--- src/rtl/u8n1_pkg.sv ---
// Shared types and constants for the 8N1 half-duplex UART transceiver.
// No dependencies.
package u8n1_pkg;

    localparam int DATA_BITS   = 8;
    localparam int IDX_W       = 4;
    localparam int BYTE_W      = 8;
    localparam int RELOAD_W    = 8;

    localparam logic [RELOAD_W-1:0] RELOAD_RESET = RELOAD_W'(160);
    localparam logic [RELOAD_W-1:0] TICK_LAST    = {RELOAD_W{1'b1}};
    localparam logic [IDX_W-1:0]    IDX_DATA_END = IDX_W'(DATA_BITS);
    localparam logic [IDX_W-1:0]    IDX_STOP     = IDX_W'(DATA_BITS + 1);

    typedef struct packed {
        logic              rxd_level;
        logic              tx_request;
        logic [BYTE_W-1:0] tx_data;
    } u8n1_item_t;

    typedef struct packed {
        logic              txd_level;
        logic              rx_valid;
        logic [BYTE_W-1:0] rx_data;
        logic              tx_done;
        logic              busy_res;
    } u8n1_result_t;

endpackage

--- src/rtl/uart_8n1_half_duplex_transceiver.sv ---
// Top level of the 8N1 half-duplex UART transceiver: one item per timer tick.
// Depends on u8n1_pkg, u8n1_core and u8n1_out_reg.
// The result of an item is registered and is on the m_ channel in the cycle after it is accepted.
// Throughput: one item per cycle; s_ready drops only while a result waits unread.
// Reset (aresetn low, synchronous): idle, receive mode, line high, bit_reload 160,
// no result pending.
module uart_8n1_half_duplex_transceiver
    import u8n1_pkg::*;
(
    input  logic                aclk,
    input  logic                aresetn,
    input  logic                cfg_wr_en,
    input  logic [RELOAD_W-1:0] cfg_wr_data,
    input  logic                s_valid,
    output logic                s_ready,
    input  logic                s_rxd_level,
    input  logic                s_tx_request,
    input  logic [BYTE_W-1:0]   s_tx_data,
    output logic                m_valid,
    input  logic                m_ready,
    output logic                m_txd_level,
    output logic                m_rx_valid,
    output logic [BYTE_W-1:0]   m_rx_data,
    output logic                m_tx_done,
    output logic                m_busy_res
);

    u8n1_item_t   item;
    u8n1_result_t core_result;
    u8n1_result_t out_data;
    logic         step;

    assign item.rxd_level  = s_rxd_level;
    assign item.tx_request = s_tx_request;
    assign item.tx_data    = s_tx_data;
    assign step            = s_valid && s_ready;

    u8n1_core u_core (
        .aclk        (aclk),
        .aresetn     (aresetn),
        .cfg_wr_en   (cfg_wr_en),
        .cfg_wr_data (cfg_wr_data),
        .step        (step),
        .item        (item),
        .result      (core_result)
    );

    u8n1_out_reg u_out (
        .aclk      (aclk),
        .aresetn   (aresetn),
        .load      (step),
        .load_data (core_result),
        .can_load  (s_ready),
        .m_valid   (m_valid),
        .m_ready   (m_ready),
        .data      (out_data)
    );

    assign m_txd_level = out_data.txd_level;
    assign m_rx_valid  = out_data.rx_valid;
    assign m_rx_data   = out_data.rx_data;
    assign m_tx_done   = out_data.tx_done;
    assign m_busy_res  = out_data.busy_res;

endmodule

--- src/rtl/u8n1_core.sv ---
// Transfer state and per-tick next-state logic of the UART transceiver.
// Depends on u8n1_pkg.
module u8n1_core
    import u8n1_pkg::*;
(
    input  logic                aclk,
    input  logic                aresetn,
    input  logic                cfg_wr_en,
    input  logic [RELOAD_W-1:0] cfg_wr_data,
    input  logic                step,
    input  u8n1_item_t          item,
    output u8n1_result_t        result
);

    logic [RELOAD_W-1:0]  bit_reload_reg;
    logic [RELOAD_W-1:0]  tick_count_reg, tick_count_next;
    logic                 running_reg, running_next;
    logic                 is_transmit_reg, is_transmit_next;
    logic [IDX_W-1:0]     bit_index_reg, bit_index_next;
    logic [DATA_BITS-1:0] tx_shift_reg, tx_shift_next;
    logic [DATA_BITS-1:0] rx_shift_reg, rx_shift_next;
    logic                 line_out_reg, line_out_next;
    logic [RELOAD_W:0]    period;
    logic [RELOAD_W-1:0]  half;
    logic [IDX_W-1:0]     idx_inc;
    logic                 valid_w, done_w;

    assign period  = (RELOAD_W+1)'(1 << RELOAD_W) - {1'b0, bit_reload_reg};
    assign half    = (period[RELOAD_W:1] == '0) ? RELOAD_W'(1) : period[RELOAD_W:1];
    assign idx_inc = bit_index_reg + IDX_W'(1);

    always_comb begin
        tick_count_next  = tick_count_reg;
        running_next     = running_reg;
        is_transmit_next = is_transmit_reg;
        bit_index_next   = bit_index_reg;
        tx_shift_next    = tx_shift_reg;
        rx_shift_next    = rx_shift_reg;
        line_out_next    = line_out_reg;
        valid_w          = 1'b0;
        done_w           = 1'b0;
        if (!running_reg) begin
            if (item.tx_request) begin
                tx_shift_next    = DATA_BITS'(item.tx_data);
                tick_count_next  = bit_reload_reg;
                line_out_next    = 1'b0;
                bit_index_next   = '0;
                is_transmit_next = 1'b1;
                running_next     = 1'b1;
            end else if (!item.rxd_level) begin
                tick_count_next  = RELOAD_W'(0) - half;
                bit_index_next   = '0;
                is_transmit_next = 1'b0;
                running_next     = 1'b1;
            end
        end else if (tick_count_reg == TICK_LAST) begin
            tick_count_next = bit_reload_reg;
            if (is_transmit_reg) begin
                bit_index_next = idx_inc;
                if (idx_inc <= IDX_DATA_END) begin
                    line_out_next = tx_shift_reg[0];
                    tx_shift_next = tx_shift_reg >> 1;
                end else if (idx_inc == IDX_STOP) begin
                    line_out_next = 1'b1;
                end else begin
                    bit_index_next = '0;
                    running_next   = 1'b0;
                    done_w         = 1'b1;
                end
            end else begin
                if (bit_index_reg == '0) begin
                    if (!item.rxd_level) begin
                        rx_shift_next  = '0;
                        bit_index_next = IDX_W'(1);
                    end else begin
                        running_next = 1'b0;
                    end
                end else if (bit_index_reg <= IDX_DATA_END) begin
                    rx_shift_next  = {item.rxd_level, rx_shift_reg[DATA_BITS-1:1]};
                    bit_index_next = idx_inc;
                end else begin
                    bit_index_next = '0;
                    running_next   = 1'b0;
                    valid_w        = item.rxd_level;
                end
            end
        end else begin
            tick_count_next = tick_count_reg + RELOAD_W'(1);
        end
    end

    always_ff @(posedge aclk) begin
        if (!aresetn) begin
            bit_reload_reg  <= RELOAD_RESET;
            tick_count_reg  <= '0;
            running_reg     <= 1'b0;
            is_transmit_reg <= 1'b0;
            bit_index_reg   <= '0;
            tx_shift_reg    <= '0;
            rx_shift_reg    <= '0;
            line_out_reg    <= 1'b1;
        end else begin
            if (cfg_wr_en) begin
                bit_reload_reg <= cfg_wr_data;
            end
            if (step) begin
                tick_count_reg  <= tick_count_next;
                running_reg     <= running_next;
                is_transmit_reg <= is_transmit_next;
                bit_index_reg   <= bit_index_next;
                tx_shift_reg    <= tx_shift_next;
                rx_shift_reg    <= rx_shift_next;
                line_out_reg    <= line_out_next;
            end
        end
    end

    assign result.txd_level = line_out_next;
    assign result.rx_valid  = valid_w;
    assign result.rx_data   = BYTE_W'(rx_shift_next);
    assign result.tx_done   = done_w;
    assign result.busy_res  = running_next;

    a_idle_index_zero: assert property (@(posedge aclk) disable iff (!aresetn)
        !running_reg |-> bit_index_reg == '0)
        else $error("bit index nonzero while idle");

    a_index_bound: assert property (@(posedge aclk) disable iff (!aresetn)
        running_reg |-> bit_index_reg <= IDX_STOP)
        else $error("bit index past stop bit");

    a_done_ends: assert property (@(posedge aclk) disable iff (!aresetn)
        step && (done_w || valid_w) |=> !running_reg)
        else $error("transfer still running after end of frame");

    a_tx_line_idle: assert property (@(posedge aclk) disable iff (!aresetn)
        !running_reg |-> line_out_reg)
        else $error("transmit line low while idle");

endmodule

--- src/rtl/u8n1_out_reg.sv ---
// Result register that separates the tick input from the result channel.
// Depends on u8n1_pkg.
module u8n1_out_reg
    import u8n1_pkg::*;
(
    input  logic         aclk,
    input  logic         aresetn,
    input  logic         load,
    input  u8n1_result_t load_data,
    output logic         can_load,
    output logic         m_valid,
    input  logic         m_ready,
    output u8n1_result_t data
);

    logic         valid_reg;
    u8n1_result_t data_reg;

    assign can_load = !valid_reg || m_ready;

    always_ff @(posedge aclk) begin
        if (!aresetn) begin
            valid_reg <= 1'b0;
        end else if (load) begin
            valid_reg <= 1'b1;
        end else if (m_ready) begin
            valid_reg <= 1'b0;
        end
    end

    always_ff @(posedge aclk) begin
        if (load) begin
            data_reg <= load_data;
        end
    end

    assign m_valid = valid_reg;
    assign data    = data_reg;

endmodule

--- config.mk ---
export PLATFORM = sky130hd
export DESIGN_NAME = uart_8n1_half_duplex_transceiver
export DESIGN_NICKNAME = d
export VERILOG_FILES = /design/src/rtl/u8n1_pkg.sv /design/src/rtl/uart_8n1_half_duplex_transceiver.sv /design/src/rtl/u8n1_core.sv /design/src/rtl/u8n1_out_reg.sv
export SDC_FILE = /design/constraint.sdc
export NUM_CORES = 1
export LEC_CHECK = 0
export BUFFER_PORTS_ARGS = -buffer_cell sky130_fd_sc_hd__buf_2
export CAP_MARGIN = 10
export CORE_ASPECT_RATIO = 0.7
export CORE_MARGIN = 1.5
export CORE_UTILIZATION = 50
export DETAILED_ROUTE_END_ITERATION = 10
export HOLD_SLACK_MARGIN = 0.12
export PLACE_DENSITY = 0.77
export SLEW_MARGIN = 20
export SYNTH_ARGS = -nofsm -noshare
export SYNTH_HDL_FRONTEND = slang
export SYNTH_HIERARCHICAL = 1
export SYNTH_SLANG_ARGS = --single-unit
export TNS_END_PERCENT = 50
--- constraint.sdc ---
create_clock -name aclk -period 5.9 [get_ports aclk]
set_clock_uncertainty 0.2 [all_clocks]
set_input_delay 1.18 -clock aclk [delete_from_list [all_inputs] [get_ports aclk]]
set_output_delay 1.18 -clock aclk [all_outputs]
set_load 0.005 [all_outputs]
# [Word level (Yosys, flattened, before mapping)]
# Index checks and enable logic that the tools add are counted.
[totals] reg_bits=52 in_bits=23 output_inout_bits=14 elab_cells=90
[classes] addsub=4 order_cmp=2 eq_ne=8 mux=46 bitwise=3 n_reduce_logical=13
[ops] operator="$mux W8" count=16
[ops] operator="$mux W4" count=10
[ops] operator="$mux W1" count=20
[ops] operator="$sub A9 B8 Y9 const A" count=1
[ops] operator="$add A8 B1 Y8 const B" count=1
[ops] operator="$eq A8 B8 Y1 const B" count=1
[ops] operator="$le A4 B4 Y1 const B" count=2
[ops] operator="$logic_not A8 Y1" count=1
[ops] operator="$sub A1 B8 Y8 const A" count=1
[ops] operator="$ne A2 B2 Y1 const B" count=3
[ops] operator="$reduce_and A5 Y1" count=1
[ops] operator="$reduce_or A5 Y1" count=1
[ops] operator="$add A4 B1 Y4 const B" count=1
[ops] operator="$eq A4 B4 Y1 const B" count=1
[ops] operator="$logic_not A4 Y1" count=1
[ops] operator="$ne A4 B4 Y1 const B" count=1
[ops] operator="$reduce_and A4 Y1" count=1
[ops] operator="$reduce_bool A2 Y1" count=2
[ops] operator="$reduce_or A4 Y1" count=1
[ops] operator="$ne A3 B1 Y1 const B" count=1
[ops] operator="$not A1 Y1" count=3
[ops] operator="$reduce_and A3 Y1" count=1
[ops] operator="$ne A2 B1 Y1 const B" count=1
[ops] operator="$reduce_and A2 Y1" count=1
[ops] operator="other kinds (3)" count=3

# [Longest topological paths before layout]
[logic_depth] depth_word=7 depth_mapped=13 depth_no_buf=13

# [Cells and area by module]
# The synthesis kept the hierarchy.
[modules_own_cells] module="u8n1_core" n_inst=1 cells_per_inst=362 area_each_um2=2946.6 seq_area_each_um2=780.7
[modules_own_cells] module="u8n1_out_reg" n_inst=1 cells_per_inst=16 area_each_um2=409.1 seq_area_each_um2=380.4
[modules_own_cells] module="uart_8n1_half_duplex_transceiver" n_inst=1 cells_per_inst=1 area_each_um2=6.3 seq_area_each_um2=0.0

# [Least setup slack after synthesis]
# No wires, ideal clock.
[synth_timing] kind="reg-to-reg" from="register u_core.bit_reload_reg[0]" to="register u_core.tick_count_reg[4]" setup_ns=0.119 arrival_ns=3.120 required_time_ns=5.581 setup_slack_ns=2.461 stages_incl_launch_ff=13 path_buffers=0 synth_period_minus_slack_ns=3.439 cell_sequence="dfxtp_1 > inv_1 > ha_1 > or3b_1 > or3_1 > a32oi_4 > and2_2 > nor2_1 > ha_1 > a2111oi_0 > o21ai_0 > and3b_1 > o221a_2"
[synth_via] elab_chain_cells=7
[synth_lines] item="start: declaration" line="u8n1_core.sv:15" text="logic [RELOAD_W-1:0] bit_reload_reg;"
[synth_lines] item="start signal: assignment" line="u8n1_core.sv:104" text="bit_reload_reg <= cfg_wr_data;"
[synth_lines] item="$sub A9 B8 Y9 (*)" line="u8n1_core.sv:28" text="assign period = (RELOAD_W+1)'(1 << RELOAD_W) - {1'b0, bit_reload_reg};"
[synth_lines] item="$logic_not A8 Y1" line="u8n1_core.sv:29" text="assign half = (period[RELOAD_W:1] == '0) ? RELOAD_W'(1) : period[RELOAD_W:1];"
[synth_lines] item="$mux W8 (*)" line="u8n1_core.sv:29"
[synth_lines] item="$sub A1 B8 Y8 (*)" line="u8n1_core.sv:51" text="tick_count_next = RELOAD_W'(0) - half;"
[synth_lines] item="$mux W8 (*)" line="u8n1_core.sv:50" text="end else if (!item.rxd_level) begin"
[synth_lines] item="$mux W8 (*)" line="u8n1_core.sv:43" text="if (item.tx_request) begin"
[synth_lines] item="$mux W8 (*)" line="u8n1_core.sv:42" text="if (!running_reg) begin"
[synth_lines] item="end signal: assignment" line="u8n1_core.sv:107" text="tick_count_reg <= tick_count_next;"
[synth_lines] item="end: declaration" line="u8n1_core.sv:16" text="logic [RELOAD_W-1:0] tick_count_reg, tick_count_next;"
# Every way passes the cells marked *; elsewhere a longest branch is shown, timed or not. The select of a mux whose other input is x is not followed.
# A chain may end at the register's enable or synchronous reset.

# [Final worst setup path]
[layout_timing] from="register u_core.bit_reload_reg[1]" to="register u_core.tick_count_reg[4]"
# The elaborated chain is that of the path after synthesis.

==> results.yml <==
status:
  outcome: "finished, final reports clean"
global_route:
  overflow: 0
  grt_pass1_vias: 2601
  grt_antenna_before_repair: 0
  grt_start_max_net_pins: 47
  grtUsageTotal_pct: 23.00
  grt_pass1_wl_um: 13120
power_and_ir_drop:
  ir_drop_mv: 0.1180
  power_density_nw_per_um2: 213.6
  total_leakage_power_nw: 1.314
setup_path:
  cp_top_family: "simple AND/OR/NAND/NOR gates"
  critical-path-slowest-cell: "a2111oi_0"
  crit_top_cell: "ha_1"
  cp_max_fo: 8
  crit_path_end_kind: "register"
  crit_buf_inv: 1
  cp.required_ns: 5.91
  cp_cell_sequence: "inv_1 -> ha_1 -> or3b_1 -> or3_1 -> a32oi_4 -> and2_2 -> nor2_1 -> ha_1 -> a2111oi_0 -> o21ai_0 -> and3b_1 -> o221a_2"
  crit_path_max_incr_delay_ns: 0.56
  cp.arrival_ns: 3.83
  worstSetupPathType: "reg2reg"
  critPathLaunchType: "register"
  reg2reg_slack_ns: 2.08
die:
  core_sq_um: 6366
  die-area_sq_um: 7233
  fp-row-count: 24
  boundaryPins: 37
  dieHeight_um: 71.61
  initial_core_util_pct: 52.81
  die_x_um: 101.0
min_path:
  holdCritPathClass: "reg2reg"
timing:
  rsz0062_at_grt: "false"
  setup_viol: 0
  setup_ws_ns: 2.075
  worst_slew_pin_slew_ns: 0.7362
  finalCritPeriodShare_pct: 64.82
  period_needed_ns: 3.825
  final.setup.tns_ns: 0
  slew_headroom_pct: 50.54
  slew_viol_final: 0
  fmax_mhz: 261.5
  hold_viol: 0
finish:
  largest_register_ffs: 12
  fin_util_pct: 56.23
  finalNetCount: 419
  area_delta_synth_final_pct: 6.476
  diodes: 0
  design_area_sq_um: 3580
  drive_gt1_share_pct: 19.90
  fillers: 573
placement:
  dp_slack_ns: 2.118
  gp_congestion: 0.9138
  dp_hpwl_um: 5656
  dpl-instance-area_sq_um: 3486
  io_buffers: 36
synthesis:
  synth.area.top_cells: "dfxtp_1 (24%), edfxtp_1 (11%), mux2i_1 (5.1%), o21ai_0 (3.9%), nor2b_1 (3.7%)"
  syn_area_sq_um: 3362
  ys_seq_elements: 52
  ys_seq_area_share_pct: 34.54
  avgSynthCellArea_sq_um: 8.871
  synth_top_cell_area_share_pct: 23.82
  async_flop_share_pct: 0
  ys_top_cells_by_count: "dfxtp_1 (40), nand2_1 (30), o21ai_0 (26)"
  synth_enable_flop_cells: 12
  synth_flop_cell: "dfxtp_1"
  syn_inst: 379
  synth.net_count: 407
  synth_most_common_cell: "dfxtp_1"
  yosysTopAreaCell: "dfxtp_1"
  synth_cell_type_count: 77
  yosysWarnings: 6
clock_network:
  post_cts_buffers: 0
  clkSlewWorstSetupHoldPaths_ns: 0.10
  cts-root-buf: "clkbuf_8"
  cts_buffers: 5
  tritoncts: "built"
  clock-sinks: 52
  holdBufCountCts: 0
  clk_path_buf_depth: 2
  htree_levels: 2
  worstSkewPairLatency_ns: 0.31
  cts_resized: 0
route:
  drt_iter0_markers: 257
  dr.pass1.iters: 7
  viasPerCell: 6.143
  drc: 0
  route.antenna.remaining_nets: 0
  via_count: 2967
  wl_um: 8049
  routedWlPerCell_um: 16.66
job:
  cap_violations: 0
## layout make-up
cell class / instances / area, sq um / area share [%]
flip-flops and latches: 52 / 1161 / 32.44
repair buffers: 38 / 195.2 / 5.453
clock buffers: 5 / 68.82 / 1.922
well taps: 91 / 113.9 / 3.181
multi-input cells: 282 / 1971 / 55.05
inverters: 12 / 45.04 / 1.258
clock inverters: 3 / 25.02 / 0.6991
## stage by stage
step / cells / hold WS (ns) / total power (W)
floorplan: 379 / 0.2356 / 0.0005182
global placement: 475 / 0.2474 / 0.0005493
detailed placement: 475 / 0.2857 / 0.0005532
CTS: 483 / 0.3002 / 0.0007650
global route: 483 / 0.3270 / 0.0008003
finish: 483 / 0.2916 / 0.0007646
## worst register-to-register path: cells and delay by family, from the launching register on
| kind | cells | cell delay (ns) |
|---|---|---|
| AOI/OAI and AO/OA | 4 | 1.22 |
| buffers and inverters | 1 | 0.09 |
| adders and majority gates | 2 | 0.56 |
| DFF | 1 | 0.36 |
| and+or+nand+nor | 5 | 1.27 |
## routing by layer
metal  share of wire [%]  track usage (%)  up-vias
li1                    -                -     1435
met1                  50            34.33     1396
met2                  42            33.86      130
met3                 7.6            5.366        6
met4                0.46            5.093        0
met5                   0                0        -
## cell families after synthesis
logic type                 share of synthesized area (%)
and+or+nand+nor                                    24.23
AOI/OAI and AO/OA                                  25.34
DFF                                                34.54
buffers and inverters                              6.848
muxes                                              5.061
xor gates and xnor gates                           1.824
adders and majority gates                          2.159
## report_power, final
part           internal, W  total (W)  switching (W)  leakage (nW)
registers         0.000383   0.000409      0.0000258         0.449
clock network    0.0000867   0.000215       0.000129        0.0452
logic            0.0000614   0.000140      0.0000786         0.821
## layout by cell type, fill, tap and decap left out, types with 4 or more instances in the layout
cell type / instances
dfxtp_1: 40
a22oi_1: 8
nand4b_1: 4
nand2b_1: 4
clkbuf_8: 5
mux2i_1: 17
xor2_1: 4
nand2_1: 30
and3_1: 5
inv_1: 12
nor3_1: 9
ha_1: 5
o21ai_0: 26
o221a_2: 9
edfxtp_1: 12
a21oi_1: 13
nand3_1: 16
nor2b_1: 20
a21boi_0: 5
a211oi_1: 6
nor2_1: 15
nand4_1: 5
buf_2: 36
a22o_1: 10
o211ai_1: 4
## path summary, 6_finish.rpt
path / start / to / cells after the start
min reg2reg: u_core/tx_shift_reg[7]$_SDFFE_PN0P_ / u_core/tx_shift_reg[7]$_SDFFE_PN0P_ / 2
max: u_core/bit_reload_reg[1]$_SDFFE_PN0P_ / u_core/tick_count_reg[4]$_SDFFE_PN0P_ / 12
max reg2reg: u_core/bit_reload_reg[1]$_SDFFE_PN0P_ / u_core/tick_count_reg[4]$_SDFFE_PN0P_ / 12
min: u_core/tx_shift_reg[7]$_SDFFE_PN0P_ / u_core/tx_shift_reg[7]$_SDFFE_PN0P_ / 2
Note: power is estimated with default switching activity, not from simulation.
